File: config.mk
export PLATFORM = sky130hd
export DESIGN_NAME = sll_seq
export DESIGN_NICKNAME = d
export VERILOG_FILES = /design/src/design/sll_pkg.sv /design/src/design/sll_seq.sv
export SDC_FILE = /design/constraint.sdc
export NUM_CORES = 1
export LEC_CHECK = 0
export ABC_AREA = 1
export BUFFER_PORTS_ARGS = -buffer_cell sky130_fd_sc_hd__buf_2
export CORE_MARGIN = 2
export CORE_UTILIZATION = 45
export DETAILED_ROUTE_END_ITERATION = 16
export PLACE_DENSITY = 0.77
export REMOVE_ABC_BUFFERS = 1
export SYNTH_ARGS = -nofsm -noshare
export SYNTH_HDL_FRONTEND = slang
export SYNTH_SLANG_ARGS = --single-unit
File: constraint.sdc
create_clock -name clk -period 1.9 [get_ports clk]
set_input_delay 0.095 -clock clk [delete_from_list [all_inputs] [get_ports clk]]
set_output_delay 0.095 -clock clk [all_outputs]
set_load 0.1 [all_outputs]
File: src/design/sll_pkg.sv
// Shared types, step codes and the control program of the linked list engine.
`default_nettype none
package sll_pkg;

	// Operation codes carried on the opcode port.
	localparam logic [1:0] OP_INS = 2'd0;
	localparam logic [1:0] OP_DEL = 2'd1;
	localparam logic [1:0] OP_RD  = 2'd2;

	// Steps of the control program.
	typedef enum logic [4:0] {
		S_CLR  = 5'd0,
		S_IDLE = 5'd1,
		S_DISP = 5'd2,
		S_INS0 = 5'd3,
		S_INS1 = 5'd4,
		S_INS2 = 5'd5,
		S_INS3 = 5'd6,
		S_INS4 = 5'd7,
		S_INS5 = 5'd8,
		S_DEL0 = 5'd9,
		S_DEL1 = 5'd10,
		S_DEL2 = 5'd11,
		S_DEL3 = 5'd12,
		S_DEL4 = 5'd13,
		S_DEL5 = 5'd14,
		S_RD0  = 5'd15,
		S_RD1  = 5'd16,
		S_RD2  = 5'd17,
		S_FIN  = 5'd18
	} step_t;

	// How the next step is chosen.
	typedef enum logic [1:0] {
		NX_NEXT = 2'd0,
		NX_JUMP = 2'd1,
		NX_HOLD = 2'd2,
		NX_DISP = 2'd3
	} nx_t;

	// Conditions that a jump can test.
	typedef enum logic [2:0] {
		C_ALWAYS   = 3'd0,
		C_IN_ACC   = 3'd1,
		C_CNT_ZERO = 3'd2,
		C_OUT_FREE = 3'd3,
		C_NOSLOT   = 3'd4,
		C_CLR_LAST = 3'd5
	} cond_t;

	// Link memory read address sources.
	typedef enum logic [2:0] {
		RA_K     = 3'd0,
		RA_HEAD  = 3'd1,
		RA_ZERO  = 3'd2,
		RA_RDATA = 3'd3,
		RA_WALK  = 3'd4
	} ra_t;

	// Link memory write address sources.
	typedef enum logic [1:0] {
		WA_CLR  = 2'd0,
		WA_ZERO = 2'd1,
		WA_K    = 2'd2,
		WA_J    = 2'd3
	} wa_t;

	// Link memory write data sources.
	typedef enum logic [1:0] {
		WD_CLR   = 2'd0,
		WD_RDATA = 2'd1,
		WD_J     = 2'd2
	} wd_t;

	// Step counter loads.
	typedef enum logic [1:0] {
		CNT_KEEP = 2'd0,
		CNT_INC  = 2'd1,
		CNT_POSM1 = 2'd2,
		CNT_POS  = 2'd3
	} cnt_op_t;

	// Element count updates.
	typedef enum logic [1:0] {
		LEN_KEEP = 2'd0,
		LEN_INC  = 2'd1,
		LEN_DEC  = 2'd2
	} len_op_t;

	// One control word of the program.
	typedef struct packed {
		nx_t     nx;
		cond_t   cond;
		step_t   target;
		ra_t     ra;
		logic    lwe;
		wa_t     wa;
		wd_t     wd;
		logic    dwe;
		cnt_op_t cnt_op;
		len_op_t len_op;
		logic    k_head;
		logic    j_ld;
		logic    walk;
		logic    clr_res;
		logic    set_ok;
		logic    set_rd;
		logic    accept;
		logic    fin;
	} ctl_t;

	// Status flags returned by the datapath.
	typedef struct packed {
		logic in_acc;
		logic cnt_zero;
		logic out_free;
		logic noslot;
		logic clr_last;
		logic disp_ins;
		logic disp_del;
		logic disp_rd;
	} stat_t;

	// The control program itself.
	function automatic ctl_t rom_word(step_t s);
		ctl_t c;
		c = '0;
		c.ra = RA_K;
		c.nx = NX_NEXT;
		c.cond = C_ALWAYS;
		c.target = S_IDLE;
		case (s)
			S_CLR: begin
				c.lwe = 1'b1;
				c.wa = WA_CLR;
				c.wd = WD_CLR;
				c.cnt_op = CNT_INC;
				c.nx = NX_HOLD;
				c.cond = C_CLR_LAST;
				c.target = S_IDLE;
			end
			S_IDLE: begin
				c.accept = 1'b1;
				c.nx = NX_HOLD;
				c.cond = C_IN_ACC;
				c.target = S_DISP;
			end
			S_DISP: begin
				c.clr_res = 1'b1;
				c.nx = NX_DISP;
			end
			S_INS0: begin
				c.ra = RA_ZERO;
				c.cnt_op = CNT_POSM1;
			end
			S_INS1: begin
				c.j_ld = 1'b1;
				c.ra = RA_RDATA;
				c.nx = NX_JUMP;
				c.cond = C_NOSLOT;
				c.target = S_FIN;
			end
			S_INS2: begin
				c.lwe = 1'b1;
				c.wa = WA_ZERO;
				c.wd = WD_RDATA;
				c.dwe = 1'b1;
				c.k_head = 1'b1;
				c.ra = RA_HEAD;
			end
			S_INS3: begin
				c.walk = 1'b1;
				c.ra = RA_WALK;
				c.nx = NX_HOLD;
				c.cond = C_CNT_ZERO;
				c.target = S_INS4;
			end
			S_INS4: begin
				c.lwe = 1'b1;
				c.wa = WA_J;
				c.wd = WD_RDATA;
			end
			S_INS5: begin
				c.lwe = 1'b1;
				c.wa = WA_K;
				c.wd = WD_J;
				c.len_op = LEN_INC;
				c.set_ok = 1'b1;
				c.nx = NX_JUMP;
				c.target = S_FIN;
			end
			S_DEL0: begin
				c.cnt_op = CNT_POSM1;
				c.k_head = 1'b1;
				c.ra = RA_HEAD;
			end
			S_DEL1: begin
				c.walk = 1'b1;
				c.ra = RA_WALK;
				c.nx = NX_HOLD;
				c.cond = C_CNT_ZERO;
				c.target = S_DEL2;
			end
			S_DEL2: begin
				c.j_ld = 1'b1;
				c.ra = RA_RDATA;
				c.nx = NX_JUMP;
				c.cond = C_NOSLOT;
				c.target = S_FIN;
			end
			S_DEL3: begin
				c.lwe = 1'b1;
				c.wa = WA_K;
				c.wd = WD_RDATA;
				c.ra = RA_ZERO;
			end
			S_DEL4: begin
				c.lwe = 1'b1;
				c.wa = WA_J;
				c.wd = WD_RDATA;
			end
			S_DEL5: begin
				c.lwe = 1'b1;
				c.wa = WA_ZERO;
				c.wd = WD_J;
				c.len_op = LEN_DEC;
				c.set_ok = 1'b1;
				c.nx = NX_JUMP;
				c.target = S_FIN;
			end
			S_RD0: begin
				c.cnt_op = CNT_POS;
				c.k_head = 1'b1;
				c.ra = RA_HEAD;
			end
			S_RD1: begin
				c.walk = 1'b1;
				c.ra = RA_WALK;
				c.nx = NX_HOLD;
				c.cond = C_CNT_ZERO;
				c.target = S_RD2;
			end
			S_RD2: begin
				c.set_ok = 1'b1;
				c.set_rd = 1'b1;
			end
			S_FIN: begin
				c.fin = 1'b1;
				c.nx = NX_HOLD;
				c.cond = C_OUT_FREE;
				c.target = S_IDLE;
			end
			default: begin
				c.nx = NX_JUMP;
				c.target = S_IDLE;
			end
		endcase
		return c;
	endfunction

endpackage
`default_nettype wire

File: src/design/sll_seq.sv
// Step counter and program table that sequence the linked list datapath.
`default_nettype none
module sll_seq
	import sll_pkg::*;
(
	input  wire logic  clk,
	input  wire logic  arst_n,
	input  wire stat_t stat,
	output ctl_t       ctl
);

	step_t upc_q;
	step_t upc_d;
	logic  take;

	always_ff @(posedge clk or negedge arst_n) begin
		if (!arst_n) begin
			upc_q <= S_CLR;
		end else begin
			upc_q <= upc_d;
		end
	end

	always_comb begin
		ctl = rom_word(upc_q);
		case (ctl.cond)
			C_ALWAYS:   take = 1'b1;
			C_IN_ACC:   take = stat.in_acc;
			C_CNT_ZERO: take = stat.cnt_zero;
			C_OUT_FREE: take = stat.out_free;
			C_NOSLOT:   take = stat.noslot;
			C_CLR_LAST: take = stat.clr_last;
			default:    take = 1'b0;
		endcase
		case (ctl.nx)
			NX_NEXT: upc_d = step_t'(upc_q + 5'd1);
			NX_JUMP: upc_d = take ? ctl.target : step_t'(upc_q + 5'd1);
			NX_HOLD: upc_d = take ? ctl.target : upc_q;
			NX_DISP: begin
				if (stat.disp_ins) begin
					upc_d = S_INS0;
				end else if (stat.disp_del) begin
					upc_d = S_DEL0;
				end else if (stat.disp_rd) begin
					upc_d = S_RD0;
				end else begin
					upc_d = S_FIN;
				end
			end
			default: upc_d = S_IDLE;
		endcase
	end

	// The clearing pass only ever leaves toward the idle step.
	a_clr_exit: assert property (@(posedge clk) disable iff (!arst_n)
		(upc_q == S_CLR) |=> (upc_q == S_CLR || upc_q == S_IDLE))
		else $error("clearing pass left to an unexpected step");

	// A finished result waits while the output register is still occupied.
	a_fin_wait: assert property (@(posedge clk) disable iff (!arst_n)
		(upc_q == S_FIN && !stat.out_free) |=> (upc_q == S_FIN))
		else $error("result step left while output register busy");

	// A walk that still has links to follow stays in its walk step.
	a_walk_hold: assert property (@(posedge clk) disable iff (!arst_n)
		((upc_q == S_INS3 || upc_q == S_DEL1 || upc_q == S_RD1) && !stat.cnt_zero)
		|=> (upc_q == $past(upc_q)))
		else $error("walk ended before its step count ran out");

endmodule
`default_nettype wire

==> results of run 1 <==
[cells in the mapped netlist, drive strengths merged]
cell type,instances,area [um2]
a22oi,1,7.51
o211ai,1,7.51
a31oi,1,6.26
nand4,3,18.8
dfrtp,5,125
inv,35,131
xor2,1,8.76
nand2,50,225
clkinv,2,13.8
ha,5,62.6
nor3,4,36.3
o22ai,1,12.5
buf,2,15.0
or2,4,25.0
a21oi,3,18.8
nand3b,1,7.51
nand3,20,138
o21ai,7,35.0
nor2,35,208
[cells by family after synthesis]
family	after synthesis	share of synthesized area (%)
flip-flops	5	11.4
AND/OR/NAND/NOR	117	59.7
XOR/XNOR	1	0.795
AO/OA/AOI/OAI	14	7.95
buffers and inverters	39	14.5
adder cells (fa/ha/maj)	5	5.68
[metrics by stage]
stage | area, um2 | utilization (%) | setup slack (ns) | hold WS, ns
floorplan | 1090 | - | -2.57 | -0.201
global placement | 2090 | 92.6 | -0.137 | -0.0919
detailed placement | 2090 | 92.6 | -0.350 | -0.0841
==> impl_metrics.toml, run 1 <==
[yosys]
avgSynthCellArea_um2 = 6.09
yosys_register_bits = 5
ys_warn_count = 0
synth_area_um2 = 1100
yosys.cell_types.count = 33
seq_area_frac_synth_pct = 11.4
syn_inst = 181

[floorplan]
die_x_um = 53.5
pin_count = 41
rows = 17
floorplan.die.height_um = 53.5
start_util_pct = 48.9

[clock_network]
cts_sinks = 5
post_cts_buffers = 22
cts-resized-gates = 101
htreeDepth = 1
ctsHoldBuffers = 1
clockRootBuffer = "clkbuf_4"
cts_buffers = 3
clockBufferDepth = 2

[place]
place.gp.congestion = 0.974
place_hpwl_um = 4490
portBuffers = 40
place_inst = 291

[status]
last-stage-reached = "4_1_cts"
outcome = "did not finish"
error = "[ERROR DPL-0038] Utilization greater than 100%, impossible to legalize"
==> run 2: changes to the inputs <==
--- a/config.mk
+++ b/config.mk
@@ -7,10 +7,10 @@
 export LEC_CHECK = 0
 export ABC_AREA = 1
 export BUFFER_PORTS_ARGS = -buffer_cell sky130_fd_sc_hd__buf_2
-export CORE_MARGIN = 2
-export CORE_UTILIZATION = 45
+export CORE_AREA = 2 2 63 65
 export DETAILED_ROUTE_END_ITERATION = 16
-export PLACE_DENSITY = 0.77
+export DIE_AREA = 0 0 65 67
+export PLACE_DENSITY_LB_ADDON = 0.15
 export REMOVE_ABC_BUFFERS = 1
 export SYNTH_ARGS = -nofsm -noshare
 export SYNTH_HDL_FRONTEND = slang
==> constraint.sdc (replaced) <==
create_clock -name clk -period 2.5 [get_ports clk]
set_input_delay 0.125 -clock clk [delete_from_list [all_inputs] [get_ports clk]]
set_output_delay 0.125 -clock clk [all_outputs]
set_load 0.1 [all_outputs]
==> run 2 against run 1 <==
The flow now finishes without violations; synthesized cell count unchanged; synthesized area unchanged.
==> impl_metrics.toml, run 2 <==
[place]
place.gp.congestion = 0.799
portBuffers = 40
place_hpwl_um = 2620

[final_layout]
layout_common_cells = "nand2_1, buf_2, inv_1, nor2_1, nand3_1"
top_regs = "upc_q x5"
top_register = "upc_q"
final_common_cell = "nand2_1"
fillers = 406
drive_gt1_share_pct = 42.3
diodes = 0
area_delta_synth_final_pct = 31.6
postLayoutCoreUtil_pct = 40.2
largest_reg_flops = 5
final_nets = 243

[yosys]
synthArstFlopShare_pct = 100
seq_area_frac_synth_pct = 11.4
yosys-top-cells-count = "nand2_1, inv_1, nor2_1, nand3_1, inv_2"
synthTopCellsByArea = "nand2_1, dfrtp_1, inv_1"
ys_warn_count = 0
yosys.cell_types.count = 33
syn_inst = 181
yosys_register_bits = 5
avgSynthCellArea_um2 = 6.09
yosysTopAreaCell = "nand2_1"
synth_area_um2 = 1100
yosysMostFrequentCell = "nand2_1"
ys.flop_type = "dfrtp_1"
yosys.area.top_type_share_pct = 13.3
synth_enable_flop_cells = 0

[clock_network]
clockRootBuffer = "clkbuf_8"
clk_latency_ns = 0.22
htreeDepth = 1
clockBufferDepth = 2
cts_buffers = 3
cts_tree = "done"
clk_pin_slew_ns = 0.04
cts_sinks = 5

[floorplan]
floorplan.die.height_um = 67
die-area_um2 = 4360
die_x_um = 65
start_util_pct = 30.6
rows = 22
core-area_um2 = 3610
pin_count = 41

[sta]
tightest_slew_ns = 0.496
period_minus_slack_ns = 2.35
fin_crit_sh_pct = 94.0
setup-violations-final = 0
fin_tns_setup_ns = 0
finalClockSkew_ns = 0.00223
fmax_mhz = 426
slew_violations = 0
hold_violations = 0
max_slew_margin_pct = 67.2
rsz0062_at_grt = "no"

[worst_setup_path]
worstPathRequired_ns = 2.38
cp-start-kind = "register"
reg2reg_to = "upc_q[3]"
cp.arrival_ns = 2.23
regToRegStartpoint = "upc_q[0]"
worstSetupPathType = "register to output port"
end_kind = "output port"
r2r_cells = 13
critPathMaxFanout = 6
startpoint = "upc_q[0]"
rrSetupSlack_ns = 0.33
endpoint = "ctl[30]"

[drt]
wl_per_cell_um = 11.0
vias_per_cell = 4.33
ant_nets = 0
drc = 0
drt_iter0_markers = 40
firstDrtPassIters = 4
via_count = 1192
totalWireLength_um = 3030

[status]
outcome = "finished, final reports clean"

[global_routing]
grt_pass1_wl_um = 5120
gr-total-overflow = 0
grt_pass1_vias = 1128
grt_max_degree = 9
antenna_found_initial = 0
grt_usage_pct = 15.1

[worst_hold_path]
holdPathStages = 3
hold_class = "input pin to register"

[run]
drv_cap = 0
-- run 2: layout make-up --
type / count / area, um2 / area share, %
clock buffer: 4 / 45.0 / 3.11
sequential: 5 / 125 / 8.63
multi-input combinational: 137 / 825 / 56.9
inverter: 37 / 145 / 10.0
tap: 48 / 60.1 / 4.14
timing repair buffer: 44 / 250 / 17.3
-- run 2: logic make-up (layout without fill, tap and decap cells) --
family	after synthesis	count (layout)	share of synthesized area (%)
XOR/XNOR	1	1	0.795
flip-flops	5	5	11.4
AO/OA/AOI/OAI	14	14	7.95
buffers and inverters	39	85	14.5
adder cells (fa/ha/maj)	5	5	5.68
AND/OR/NAND/NOR	117	117	59.7
-- run 2: critical path, stage by stage, from the launching register on --
cell and delay (ns):
dfrtp_1 0.43, inv_1 0.13, ha_1 0.24, nand2_2 0.14, nor2_4 0.29, nor2_8 0.08, nand2_4 0.11, nor2_4 0.03
inv_2 0.09, buf_2 0.44
-- run 2: metrics by stage --
step,setup slack [ns],area [um2],std cells,hold WS (ns)
finish,0.150,1450,275,0.215
global route,0.0274,1450,275,0.218
CTS,0.0352,1440,275,0.210
detailed placement,0.149,1390,270,-0.0545
global placement,0.184,1390,270,-0.0541
floorplan,-2.00,1090,179,-0.171
-- run 2: how the worst min path moves through the flow --
| stage | startpoint | endpoint | slack, ns |
|---|---|---|---|
| finish | stat[0] | upc_q[2] | 0.21 |
| global route | stat[0] | upc_q[2] | 0.22 |
| CTS | stat[0] | upc_q[2] | 0.21 |
| detailed placement | arst_n | upc_q[3] | -0.05 |
| global placement | arst_n | upc_q[3] | -0.05 |
| floorplan | arst_n | upc_q[0] | -0.17 |
-- run 2: timing repair --
| item | CTS | global route |
|---|---|---|
| pin swaps | 1 | 0 |
| endpoints found under the setup margin | 1 | 2 |
| hold endpoints to repair | 5 | 0 |
| buffers inserted | 0 | 0 |
| gates cloned | 0 | 0 |
| hold buffers | 1 | 0 |
| gates resized for setup | 1 | 3 |
-- run 2: per-layer routing --
| layer | GRT usage, % | vias to the layer above | routed length (um) |
|---|---|---|---|
| li1 | - | 654 | - |
| met1 | 19.9 | 506 | 1470 |
| met5 | 0 | - | 0 |
| met3 | 1.35 | 2 | 145 |
| met2 | 25.3 | 30 | 1400 |
| met4 | 5.85 | 0 | 19 |
Power of run 2 is not shown: default switching activity piles up to over one toggle a cycle in this logic, so the estimate is an artifact.
